## src/tkv_pkg.sv

```systemverilog
// Shared types and constants of the key-value record store.
// No dependencies; imported by the top level, front end, back end and testbench.
package tkv_pkg;

	localparam int STORE_BYTES = 1024;
	localparam int STORE_AW    = 10;
	localparam int MAX_KEY     = 16;
	localparam int MAX_VALUE   = 32;

	localparam logic [2:0] KIND_KEY    = 3'd0;
	localparam logic [2:0] KIND_VALUE  = 3'd1;
	localparam logic [2:0] KIND_WRITE  = 3'd2;
	localparam logic [2:0] KIND_READ   = 3'd3;
	localparam logic [2:0] KIND_DELETE = 3'd4;
	localparam logic [2:0] KIND_EXISTS = 3'd5;
	localparam logic [2:0] KIND_FLUSH  = 3'd6;

	localparam logic [2:0] ST_OK       = 3'd0;
	localparam logic [2:0] ST_NOTFOUND = 3'd1;
	localparam logic [2:0] ST_SIZE     = 3'd2;
	localparam logic [2:0] ST_NOSPACE  = 3'd3;
	localparam logic [2:0] ST_TOOLONG  = 3'd4;

	typedef enum logic [2:0] {
		OP_KEY, OP_VAL, OP_WRITE, OP_READ, OP_DEL, OP_EXISTS, OP_FLUSH
	} op_t;

	typedef struct packed {
		op_t        op;
		logic [7:0] data_byte;
		logic [5:0] req;
	} cmd_t;

endpackage

```

## src/tkv_front.sv

```systemverilog
// Front end: accepts input words, classifies the kind, queues commands.
// Depends on tkv_pkg.
module tkv_front (
	input  logic          clk,
	input  logic          arst_n,
	input  logic          in_valid,
	output logic          in_ready,
	input  logic [2:0]    kind,
	input  logic [7:0]    data_byte,
	input  logic [5:0]    request_length,
	output logic          cmd_valid,
	output tkv_pkg::cmd_t cmd,
	input  logic          cmd_pop
);
	import tkv_pkg::*;

	cmd_t       slot_q [2];
	logic [1:0] cnt_q;
	logic       rd_q;
	logic       push;
	logic       keep;
	cmd_t       cls;

	// classify the kind of the incoming word
	always_comb begin
		keep = 1'b1;
		cls.data_byte = data_byte;
		cls.req = request_length;
		case (kind)
			KIND_KEY:    cls.op = OP_KEY;
			KIND_VALUE:  cls.op = OP_VAL;
			KIND_WRITE:  cls.op = OP_WRITE;
			KIND_READ:   cls.op = OP_READ;
			KIND_DELETE: cls.op = OP_DEL;
			KIND_EXISTS: cls.op = OP_EXISTS;
			KIND_FLUSH:  cls.op = OP_FLUSH;
			default: begin
				cls.op = OP_KEY;
				keep = 1'b0;
			end
		endcase
	end

	assign in_ready  = (cnt_q != 2'd2);
	assign push      = in_valid && in_ready && keep;
	assign cmd_valid = (cnt_q != 2'd0);
	assign cmd       = slot_q[rd_q];

	// two-entry queue: push at tail, pop at head
	always_ff @(posedge clk or negedge arst_n) begin
		if (!arst_n) begin
			cnt_q <= 2'd0;
			rd_q  <= 1'b0;
		end else begin
			if (push) begin
				slot_q[rd_q ^ cnt_q[0]] <= cls;
			end
			if (cmd_pop) begin
				rd_q <= ~rd_q;
			end
			cnt_q <= cnt_q + {1'b0, push} - {1'b0, cmd_pop};
		end
	end
endmodule

```

## config.mk

```make
export PLATFORM = sky130hd
export DESIGN_NAME = tkv_front
export DESIGN_NICKNAME = d
export VERILOG_FILES = /design/src/tkv_pkg.sv /design/src/tkv_front.sv
export SDC_FILE = /design/constraint.sdc
export NUM_CORES = 1
export LEC_CHECK = 0
export BUFFER_PORTS_ARGS = -buffer_cell sky130_fd_sc_hd__buf_2
export CORE_UTILIZATION = 30
export DETAILED_ROUTE_END_ITERATION = 10
export PLACE_DENSITY = 0.56
export SETUP_SLACK_MARGIN = 0.5
export SLEW_MARGIN = 40
export SYNTH_ARGS = -nofsm -noshare
export SYNTH_HDL_FRONTEND = slang
export SYNTH_SLANG_ARGS = --single-unit
```

## constraint.sdc

```tcl
create_clock -name clk -period 5.2 [get_ports clk]
set_input_delay 0.52 -clock clk [delete_from_list [all_inputs] [get_ports clk]]
set_output_delay 0.52 -clock clk [all_outputs]
set_load 0.05 [all_outputs]
```

==> results.sh, run 1 <==
export IMPL_cp_required_ps=4680
export IMPL_crit_family="flip-flops"
export IMPL_rsz0062_at_grt="false"
export IMPL_area_growth_pct=25.9
export IMPL_fin_nets=144
export IMPL_register_area_um2=1100
export IMPL_clock_path_buffers=2
export IMPL_crit_arrival_ps=1630
export IMPL_cts_root_buf="clkbuf_8"
export IMPL_grt_pass1_vias=814
export IMPL_p_per_area_nw_per_um2=604
export IMPL_post_drt_wl_per_cell_um=12.2
export IMPL_dpl_cell_area_um2=1800
export IMPL_cp_start_kind="register"
export IMPL_finalHoldViolCount=0
export IMPL_hold_ws_ps=25.5
export IMPL_cts_tree="yes"
export IMPL_fin_setup_tns_ps=0
export IMPL_synth_cell_area_um2=1520
export IMPL_die_area_um2=5350
export IMPL_final_cells=189
export IMPL_timing_final_crit_share_pct=41.4
export IMPL_crit_type="register to output pin"
export IMPL_fin_crit_ps=2150
export IMPL_min_path_type="primary input to async pin"
export IMPL_power_leakage_nw=0.740
export IMPL_wl_met3_um=243
export IMPL_utilization_pct=40.0
export IMPL_routed_wirelength_um=2310
export IMPL_drtAntennaViolNets=0
export IMPL_cpPeakStageDelay_ps=720
export IMPL_max_cap_viol_count=0
export IMPL_postCtsHoldBufs=0
export IMPL_top_layer_used="met4"
export IMPL_wl_met2_um=1080
export IMPL_initial_core_util_pct=31.7
export IMPL_clk_latency_ps=280
export IMPL_worst_pin_slew_ps=675
export IMPL_routed_via_density=4.06
export IMPL_gp_congestion=0.669
export IMPL_dp_cells=181
export IMPL_syn_inst=74
export IMPL_fmax_mhz=465
export IMPL_syn_area_per_cell_um2=20.5
export IMPL_antenna_cells=0
export IMPL_crit_buf_inv=1
export IMPL_numPortBuffers=39
export IMPL_route_detailed_drc=0
export IMPL_h_tree_depth=2
export IMPL_slew_headroom_pct=54.7
export IMPL_critical_path_slowest_cell="dfrtp_2"
export IMPL_first_iter_violations=11
export IMPL_ios=40
export IMPL_ys_seq_area_share_pct=72.2
export IMPL_cp_cell_sequence="mux2_2, buf_2"
export IMPL_vias=768
export IMPL_dp_hpwl_um=1760
export IMPL_yosysWarnings=0
export IMPL_cts_clk_slew_worst_paths_ps=70
export IMPL_syn_nets=97
export IMPL_antenna_found_initial=0
export IMPL_ir_worst_vdd_v=0.000311
export IMPL_core_area_um2=4790
export IMPL_drv_slew=0
export IMPL_fin_area_um2=1910
export IMPL_outcome="completed"
export IMPL_drive_above_1_share_pct=59.0
export IMPL_n_fill_cell=459
export IMPL_grt_pass1_wl_um=3650
export IMPL_finalSetupViolCount=0
export IMPL_ys_seq_elements=37
export IMPL_critPathMaxFanout=19
export IMPL_drt_met1_wl_um=981
export IMPL_die_w_um=73.2
export IMPL_skew_ps=3.21
export IMPL_synth_cell_types=19
export IMPL_cts_resized_gates=0
export IMPL_grt_max_degree=20
export IMPL_rows=25
export IMPL_cts_setup_buffers=0
export IMPL_firstDrtPassIters=3
export IMPL_track_usage_pct=9.71
export IMPL_cts_made_buffers=5
export IMPL_cts_sinks=37
export IMPL_gr_total_overflow=0
export IMPL_multi_input_area_um2=393
export IMPL_fp_dieH_um=73.2
export IMPL_cp_end_kind="output pin"
[worst reg2reg max path: cells and delay by family, from the launching register on]
kind | cells | cell delay [ps]
flops | 1 | 720
simple gates | 1 | 460
buf+inv | 2 | 420
xor+xnor | 1 | 240
[cells in the final DEF (no fill, tap or decap)]
master and count:
edfxtp_1 34, mux2_2 8, dfrtp_2 1, buf_2 39
or2_2 1, dfrtp_1 2, ha_1 2, nor4b_4 1
buf_4 2, bufinv_16 1, mux2_4 9, and3_1 1
xnor2_1 2, a21boi_0 3, clkinvlp_4 1, clkbuf_8 5
xor2_2 1, nor4_4 1, nor2b_2 1, buf_6 1
xor2_1 1, clkinv_1 1, nand3b_1 1, nand2_1 1
inv_1 2
[sequential cells by signal, indices dropped and copies added, names as in the netlist]
| signal | flops |
|---|---|
| cnt_q | 2 |
| rd_q | 1 |
| slot_q | 34 |
[synth_stat cells, drive strengths merged]
master   n  area (µm²)
and3     1        6.26
dfrtp    3        75.1
buf      2        31.3
nor4b    1        23.8
xnor2    2        17.5
nor2b    1        8.76
edfxtp  34        1020
nor4     1        12.5
a21boi   3        22.5
or2      1        6.26
mux2    17         225
ha       2        25.0
xor2     2        25.0
nand3b   1        7.51
inv      2        7.51
nand2    1        3.75
[layout make-up]
class                   count  area share [%]
clock buffers               5            3.60
clock inverters             3            2.16
inverters                   2           0.392
multi-input cells          33            20.5
flip-flops and latches     37            57.4
well taps                  67            4.38
repair buffers             42            11.6
[per-stage QoR]
step | power, mW | setup slack, ps
4_1_cts | 1.17 | 3020
3_5_place_dp | 0.933 | 3060
5_1_grt | 1.21 | 2950
3_3_place_gp | 0.917 | 2670
6_report | 1.16 | 3050
2_1_floorplan | 0.848 | 2950
[power by group]
part           switching, mW  total, mW  internal (mW)  leakage (nW)
registers             0.0554      0.444          0.389         0.344
clock network         0.0953      0.236          0.141        0.0518
logic                  0.310      0.476          0.166         0.343
total                  0.460       1.16          0.696         0.740
[path summary, 6_finish.rpt]
path	startpoint	end	slack, ps	cells after the start
worst max-delay path	rd_q$_DFFE_PN0P_	cmd[16]	3050	2
worst min-delay path	arst_n	cnt_q[0]$_DFF_PN0_	30	1
worst max register to register	rd_q$_DFFE_PN0P_	slot_q[1][16]$_DFFE_PP_	3080	4
worst min register to register	cnt_q[1]$_DFF_PN0_	cnt_q[1]$_DFF_PN0_	510	1
max in group asynchronous	arst_n	rd_q$_DFFE_PN0P_	5050	1
min in group clk	request_length[0]	slot_q[0][0]$_DFFE_PP_	420	1
[layer usage]
layer  global-route usage (%)  vias up
met2                     15.8       32
met3                     4.97        2
met4                     3.92        0
met1                     10.7      358
met5                        0        -
li1                         -      376
[cell families (layout without fill, tap and decap cells)]
| family | count (synthesis) | after routing | synth area share (%) |
|---|---|---|---|
| xor gates and xnor gates | 4 | 4 | 2.80 |
| AOI/OAI and AO/OA | 3 | 3 | 1.48 |
| buffers and inverters | 4 | 52 | 2.55 |
| DFF | 37 | 37 | 72.2 |
| and+or+nand+nor | 7 | 7 | 4.53 |
| adders and majority gates | 2 | 2 | 1.65 |
| muxes | 17 | 17 | 14.8 |
No activity file was read; power rests on OpenSTA's default activity.
==> inputs of run 2 (changes only) <==
Settings changed: ABC_AREA set to 1, PLACE_DENSITY 0.56 to 0.58.
Clock period 5.2 ns to 1.8 ns, I/O delays scaled along.
==> results.sh, run 2 <==
export IMPL_outcome="completed"
export IMPL_cts_tree="yes"
export IMPL_initial_core_util_pct=31.4
export IMPL_power_switching_mw=1.62
export IMPL_cp_start_kind="register"
export IMPL_finalHoldViolCount=0
export IMPL_syn_inst=79
export IMPL_fin_nets=165
export IMPL_grt_pass1_wl_um=4890
export IMPL_p_comb_share_pct=57.5
export IMPL_h_tree_depth=2
export IMPL_ir_worst_vdd_v=0.000618
export IMPL_synth_commonest_cells="edfxtp_1, mux2_4, mux2_2"
export IMPL_min_path_type="primary input to register"
export IMPL_fmax_mhz=627
export IMPL_grt_pass1_vias=1002
export IMPL_cts_root_buf="clkbuf_8"
export IMPL_async_reset_ff_share_pct=8.11
export IMPL_post_drt_wl_per_cell_um=14.7
export IMPL_cts_clk_slew_worst_paths_ps=70
export IMPL_route_detailed_drc=0
export IMPL_syn_area_per_cell_um2=18.9
export IMPL_min_from="request_length[2]"
export IMPL_final_common_cell="edfxtp_1"
export IMPL_gp_congestion=0.654
export IMPL_gr_total_overflow=0
export IMPL_power_leakage_nw=0.949
export IMPL_critPathMaxFanout=5
export IMPL_p_clk_share_pct=13.7
export IMPL_p_total_mw=4.26
export IMPL_holdPathStages=1
export IMPL_antenna_found_initial=0
export IMPL_rows=25
export IMPL_die_w_um=72.6
export IMPL_drtAntennaViolNets=0
export IMPL_drv_slew=0
export IMPL_synth_most_common_cell="edfxtp_1"
export IMPL_synth_cell_area_um2=1500
export IMPL_numPortBuffers=39
export IMPL_r2r_end="slot_q[1][15]$_DFFE_PP_"
export IMPL_clk_latency_ps=280
export IMPL_antenna_cells=0
export IMPL_finalSetupViolCount=0
export IMPL_ys_flop_type="edfxtp_1"
export IMPL_cp_required_ps=1620
export IMPL_vias=877
export IMPL_sw_frac_of_total_pct=38.0
export IMPL_fin_setup_tns_ps=0
export IMPL_p_per_area_nw_per_um2=1810
export IMPL_fin_area_um2=2360
export IMPL_worst_pin_slew_ps=329
export IMPL_routed_via_density=4.18
export IMPL_synth_area_leader_cell="edfxtp_1"
export IMPL_cts_made_buffers=5
export IMPL_yosys_top_cells_area="edfxtp_1, mux2_4, mux2_2, dfrtp_1, ha_1"
export IMPL_yosysWarnings=0
export IMPL_fp_dieH_um=72.6
export IMPL_core_area_um2=4750
export IMPL_synth_cell_types=16
export IMPL_area_growth_pct=57.6
export IMPL_ios=40
export IMPL_first_iter_violations=60
export IMPL_n_fill_cell=422
export IMPL_track_usage_pct=13.3
export IMPL_firstDrtPassIters=4
export IMPL_ff2ff_path_depth=5
export IMPL_timing_rr_start="rd_q$_DFFE_PN0P_"
export IMPL_slew_headroom_pct=77.9
export IMPL_rsz0062_at_grt="true"
export IMPL_syn_nets=102
export IMPL_ys_seq_area_share_pct=73.3
export IMPL_timing_final_crit_share_pct=88.6
export IMPL_cts_sinks=37
export IMPL_largest_reg_flops=34
export IMPL_synth_edff_count=34
export IMPL_die_area_um2=5270
export IMPL_ys_seq_elements=37
export IMPL_min_to="slot_q[0][2]$_DFFE_PP_"
export IMPL_cp_end_kind="output pin"
export IMPL_drive_above_1_share_pct=65.7
export IMPL_clock_path_buffers=2
export IMPL_crit_arrival_ps=1410
export IMPL_mostFrequentLayoutCells="edfxtp_1, buf_2, mux2_4"
export IMPL_routed_wirelength_um=3090
export IMPL_r2r_slack_ps=210
export IMPL_dp_hpwl_um=1740
export IMPL_fin_crit_ps=1590
export IMPL_synthDominantCellAreaShare_pct=68.3
export IMPL_dpl_cell_area_um2=1810
export IMPL_grt_max_degree=12
export IMPL_crit_type="register to output pin"
export IMPL_max_cap_viol_count=0
export IMPL_p_seq_share_pct=28.8
export IMPL_skew_ps=3.95
export IMPL_intPower_mw=2.64
## run 2: changes by cell type in the layout (fill, tap and decap cells not counted), sizes merged, moves of 2 or more
cell / before / now
buf: 42 / 54
clkbuf: 5 / 10
inv: 2 / 4
nand2: 1 / 4
nand3: 0 / 2
nor2: 0 / 2
## run 2: worst max path at each step
| stage | startpoint | end | slack [ps] | depth (start not counted) |
|---|---|---|---|---|
| after floorplan | cnt_q[0]$_DFF_PN0_ | slot_q[0][0]$_DFFE_PP_ | 270 | 4 |
| after global placement | cnt_q[0]$_DFF_PN0_ | slot_q[0][4]$_DFFE_PP_ | 320 | 4 |
| after detailed placement | cnt_q[0]$_DFF_PN0_ | slot_q[1][12]$_DFFE_PP_ | 280 | 5 |
| after CTS | rd_q$_DFFE_PN0P_ | cmd[16] | 200 | 3 |
| after global routing | cnt_q[0]$_DFF_PN0_ | slot_q[1][15]$_DFFE_PP_ | 170 | 6 |
| final | rd_q$_DFFE_PN0P_ | cmd[0] | 210 | 3 |
## run 2: per-stage QoR
stage | hold WS (ps) | std cells | setup slack (ps) | utilization (%)
floorplan | -116 | 79 | 270 | -
global placement | -10.1 | 187 | 319 | 38.1
detailed placement | -9.35 | 187 | 281 | 38.1
CTS | 75.1 | 209 | 205 | 49.1
global route | 61.1 | 210 | 169 | 49.6
finish | 80.6 | 210 | 206 | 49.6
## run 2: metal layers
layer	wire [µm]	track usage [%]	share of wire, %
met3	157	4.83	5.1
met4	23	5.45	0.75
met1	1130	14.1	37
met5	0	0	0
met2	1770	23.8	57
## run 2: cells by family (layout without fill, tap and decap cells)
group                    after synthesis  after routing  synth area share (%)
flip-flops                            37             37                  73.3
multiplexers                          17             17                  15.1
AND/OR/NAND/NOR                       10             10                  3.01
buffers and inverters                  6             70                  3.10
XOR/XNOR                               4              4                  2.34
AO/OA/AOI/OAI                          3              3                  1.51
adder cells (fa/ha/maj)                2              2                  1.67
## run 2: final cells by class
| cell class | count | area [µm²] | share of cell area, % |
|---|---|---|---|
| clock buffer | 8 | 90.1 | 3.82 |
| inverter | 4 | 17.5 | 0.743 |
| multi-input combinational | 36 | 473 | 20.1 |
| sequential | 37 | 1100 | 46.6 |
| tap | 67 | 83.8 | 3.56 |
| timing repair buffer | 58 | 593 | 25.2 |
## run 2: worst max-delay path, stage by stage, from the launching register on
cell and delay (ps):
dfrtp_2 480, clkbuf_16 190, mux2_4 300, buf_8 150
## run 2: repair_timing
item,4_1_cts,5_1_grt
setup buffers,9,1
cloned,4,0
endpoints found under the hold margin,3,0
pin swaps,4,4
hold buffers,1,0
endpoints found under the setup margin,55,55
resized for setup,74,8
## run 2: power groups by stage
stage / Combinational, mW / Clock [mW] / Sequential [mW]
6_report: 2.45 / 0.581 / 1.23
5_1_grt: 2.56 / 0.638 / 1.24
4_1_cts: 2.39 / 0.589 / 1.23
3_5_place_dp: 1.53 / 0 / 1.23
3_3_place_gp: 1.51 / 0 / 1.22
2_1_floorplan: 1.30 / 0 / 1.20
==> inputs of run 3 (changes only) <==
Settings changed: ABC_AREA 1 to not set.
==> results.sh, run 3 (same netlist as run 1, synthesis figures left out) <==
export IMPL_timing_final_crit_share_pct=88.6
export IMPL_clk_latency_ps=280
export IMPL_finalSetupViolCount=0
export IMPL_p_total_mw=4.10
export IMPL_largest_reg_flops=34
export IMPL_critPathMaxFanout=9
export IMPL_antenna_found_initial=0
export IMPL_cts_root_buf="clkbuf_8"
export IMPL_drive_above_1_share_pct=66.7
export IMPL_h_tree_depth=2
export IMPL_dp_cells=182
export IMPL_cts_clk_slew_worst_paths_ps=80
export IMPL_outcome="completed"
export IMPL_cts_made_buffers=5
export IMPL_crit_family="flip-flops"
export IMPL_route_detailed_drc=0
export IMPL_grt_max_degree=18
export IMPL_cpPeakStageDelay_ps=430
export IMPL_grt_pass1_wl_um=3850
export IMPL_routed_via_density=4.15
export IMPL_initial_core_util_pct=31.7
export IMPL_rows=25
export IMPL_cp_end_kind="output pin"
export IMPL_fin_crit_ps=1590
export IMPL_final_common_cell="edfxtp_1"
export IMPL_power_leakage_nw=0.878
export IMPL_max_cap_viol_count=0
export IMPL_final_cells=202
export IMPL_first_iter_violations=11
export IMPL_track_usage_pct=10.1
export IMPL_vias=839
export IMPL_critical_path_slowest_cell="dfrtp_2"
export IMPL_grt_pass1_vias=873
export IMPL_ios=40
export IMPL_drtAntennaViolNets=0
export IMPL_cp_required_ps=1620
export IMPL_slew_headroom_pct=78.1
export IMPL_ir_worst_vdd_v=0.00103
export IMPL_area_growth_pct=47.0
export IMPL_cp_cell_sequence="buf_8, mux2_2, buf_4"
export IMPL_drv_slew=0
export IMPL_cp_start_kind="register"
export IMPL_cts_sinks=37
export IMPL_dp_hpwl_um=1760
export IMPL_clock_path_buffers=2
export IMPL_utilization_pct=46.6
export IMPL_crit_type="register to output pin"
export IMPL_gr_total_overflow=0
export IMPL_hold_ws_ps=84.4
export IMPL_fmax_mhz=627
export IMPL_rsz0062_at_grt="true"
export IMPL_crit_buf_inv=2
export IMPL_fp_dieH_um=73.2
export IMPL_antenna_cells=0
export IMPL_crit_arrival_ps=1410
export IMPL_skew_ps=12.2
export IMPL_die_area_um2=5350
export IMPL_post_drt_wl_per_cell_um=13.1
export IMPL_gp_congestion=0.702
export IMPL_die_w_um=73.2
export IMPL_routed_wirelength_um=2650
export IMPL_worst_pin_slew_ps=325
export IMPL_cts_tree="yes"
export IMPL_mostFrequentLayoutCells="edfxtp_1, buf_2, buf_4"
export IMPL_min_path_type="primary input to register"
export IMPL_p_per_area_nw_per_um2=1840
export IMPL_firstDrtPassIters=4
export IMPL_numPortBuffers=39
export IMPL_finalHoldViolCount=0
export IMPL_fin_nets=157
export IMPL_n_fill_cell=410
export IMPL_core_area_um2=4790
## run 3: cell count changes in the layout (fill, tap and decap cells not counted), sizes merged, moves of 2 or more
cell	change
nor2	-2
nand2	-3
bufinv	+2
inv	-3
clkbuf	-3
buf	-2
nand3	-2
## run 3: path summary, 6_finish.rpt
| check | start | endpoint | slack [ps] | cells past startpoint |
|---|---|---|---|---|
| worst max register to register | cnt_q[0]$_DFF_PN0_ | cnt_q[1]$_DFF_PN0_ | 210 | 8 |
| max in group asynchronous | arst_n | rd_q$_DFFE_PN0P_ | 1390 | 2 |
| worst min register to register | cnt_q[1]$_DFF_PN0_ | cnt_q[1]$_DFF_PN0_ | 630 | 2 |
| worst min-delay path | request_length[3] | slot_q[0][3]$_DFFE_PP_ | 80 | 1 |
| worst max-delay path | rd_q$_DFFE_PN0P_ | cmd[16] | 210 | 3 |
| min in group asynchronous | arst_n | cnt_q[1]$_DFF_PN0_ | 250 | 2 |
## run 3: per-stage QoR
step	setup slack, ps	TNS, ps	cell area (µm²)
2_1_floorplan	-43.6	-43.6	1540
3_3_place_gp	213	0	1830
3_5_place_dp	70.3	0	1830
4_1_cts	182	0	2080
5_1_grt	133	0	2230
6_report	206	0	2230
## run 3: power breakdown
group,switching [mW],internal [mW]
clock network,0.278,0.550
registers,0.0813,1.13
logic,1.12,0.945
total,1.48,2.62
## run 3: worst register-to-register path, cell delays in order, from the launching register on
cell and delay [ps]:
dfrtp_2 460, nor2b_4 160, clkinvlp_4 100, nand3b_1 90, ha_1 240, inv_2 70, ha_4 120, xnor2_2 110
xnor2_1 160
## run 3: cell type report
| class | instances | area [µm²] | area share, % |
|---|---|---|---|
| repair buffers | 55 | 484 | 21.7 |
| inverters | 2 | 11.3 | 0.504 |
| clock buffers | 5 | 68.8 | 3.08 |
| well taps | 67 | 83.8 | 3.76 |
| multi-input cells | 33 | 420 | 18.8 |
| clock inverters | 3 | 65.1 | 2.91 |
| flip-flops and latches | 37 | 1100 | 49.2 |
## run 3: routing by layer
metal | up-vias | routed length [µm] | track usage (%)
met4 | 0 | 12 | 4.36
li1 | 405 | - | -
met2 | 33 | 1470 | 17.5
met1 | 399 | 1040 | 10.8
met5 | - | 0 | 0
met3 | 2 | 131 | 4.01
## run 3: repair_timing
item                                   CTS  global route
hold buffers                             1             0
setup buffers                            4             5
setup endpoints to repair               55            55
pin swaps                                1             4
endpoints found under the hold margin    3             0
gates resized for setup                 23            30
gates cloned                             0             2
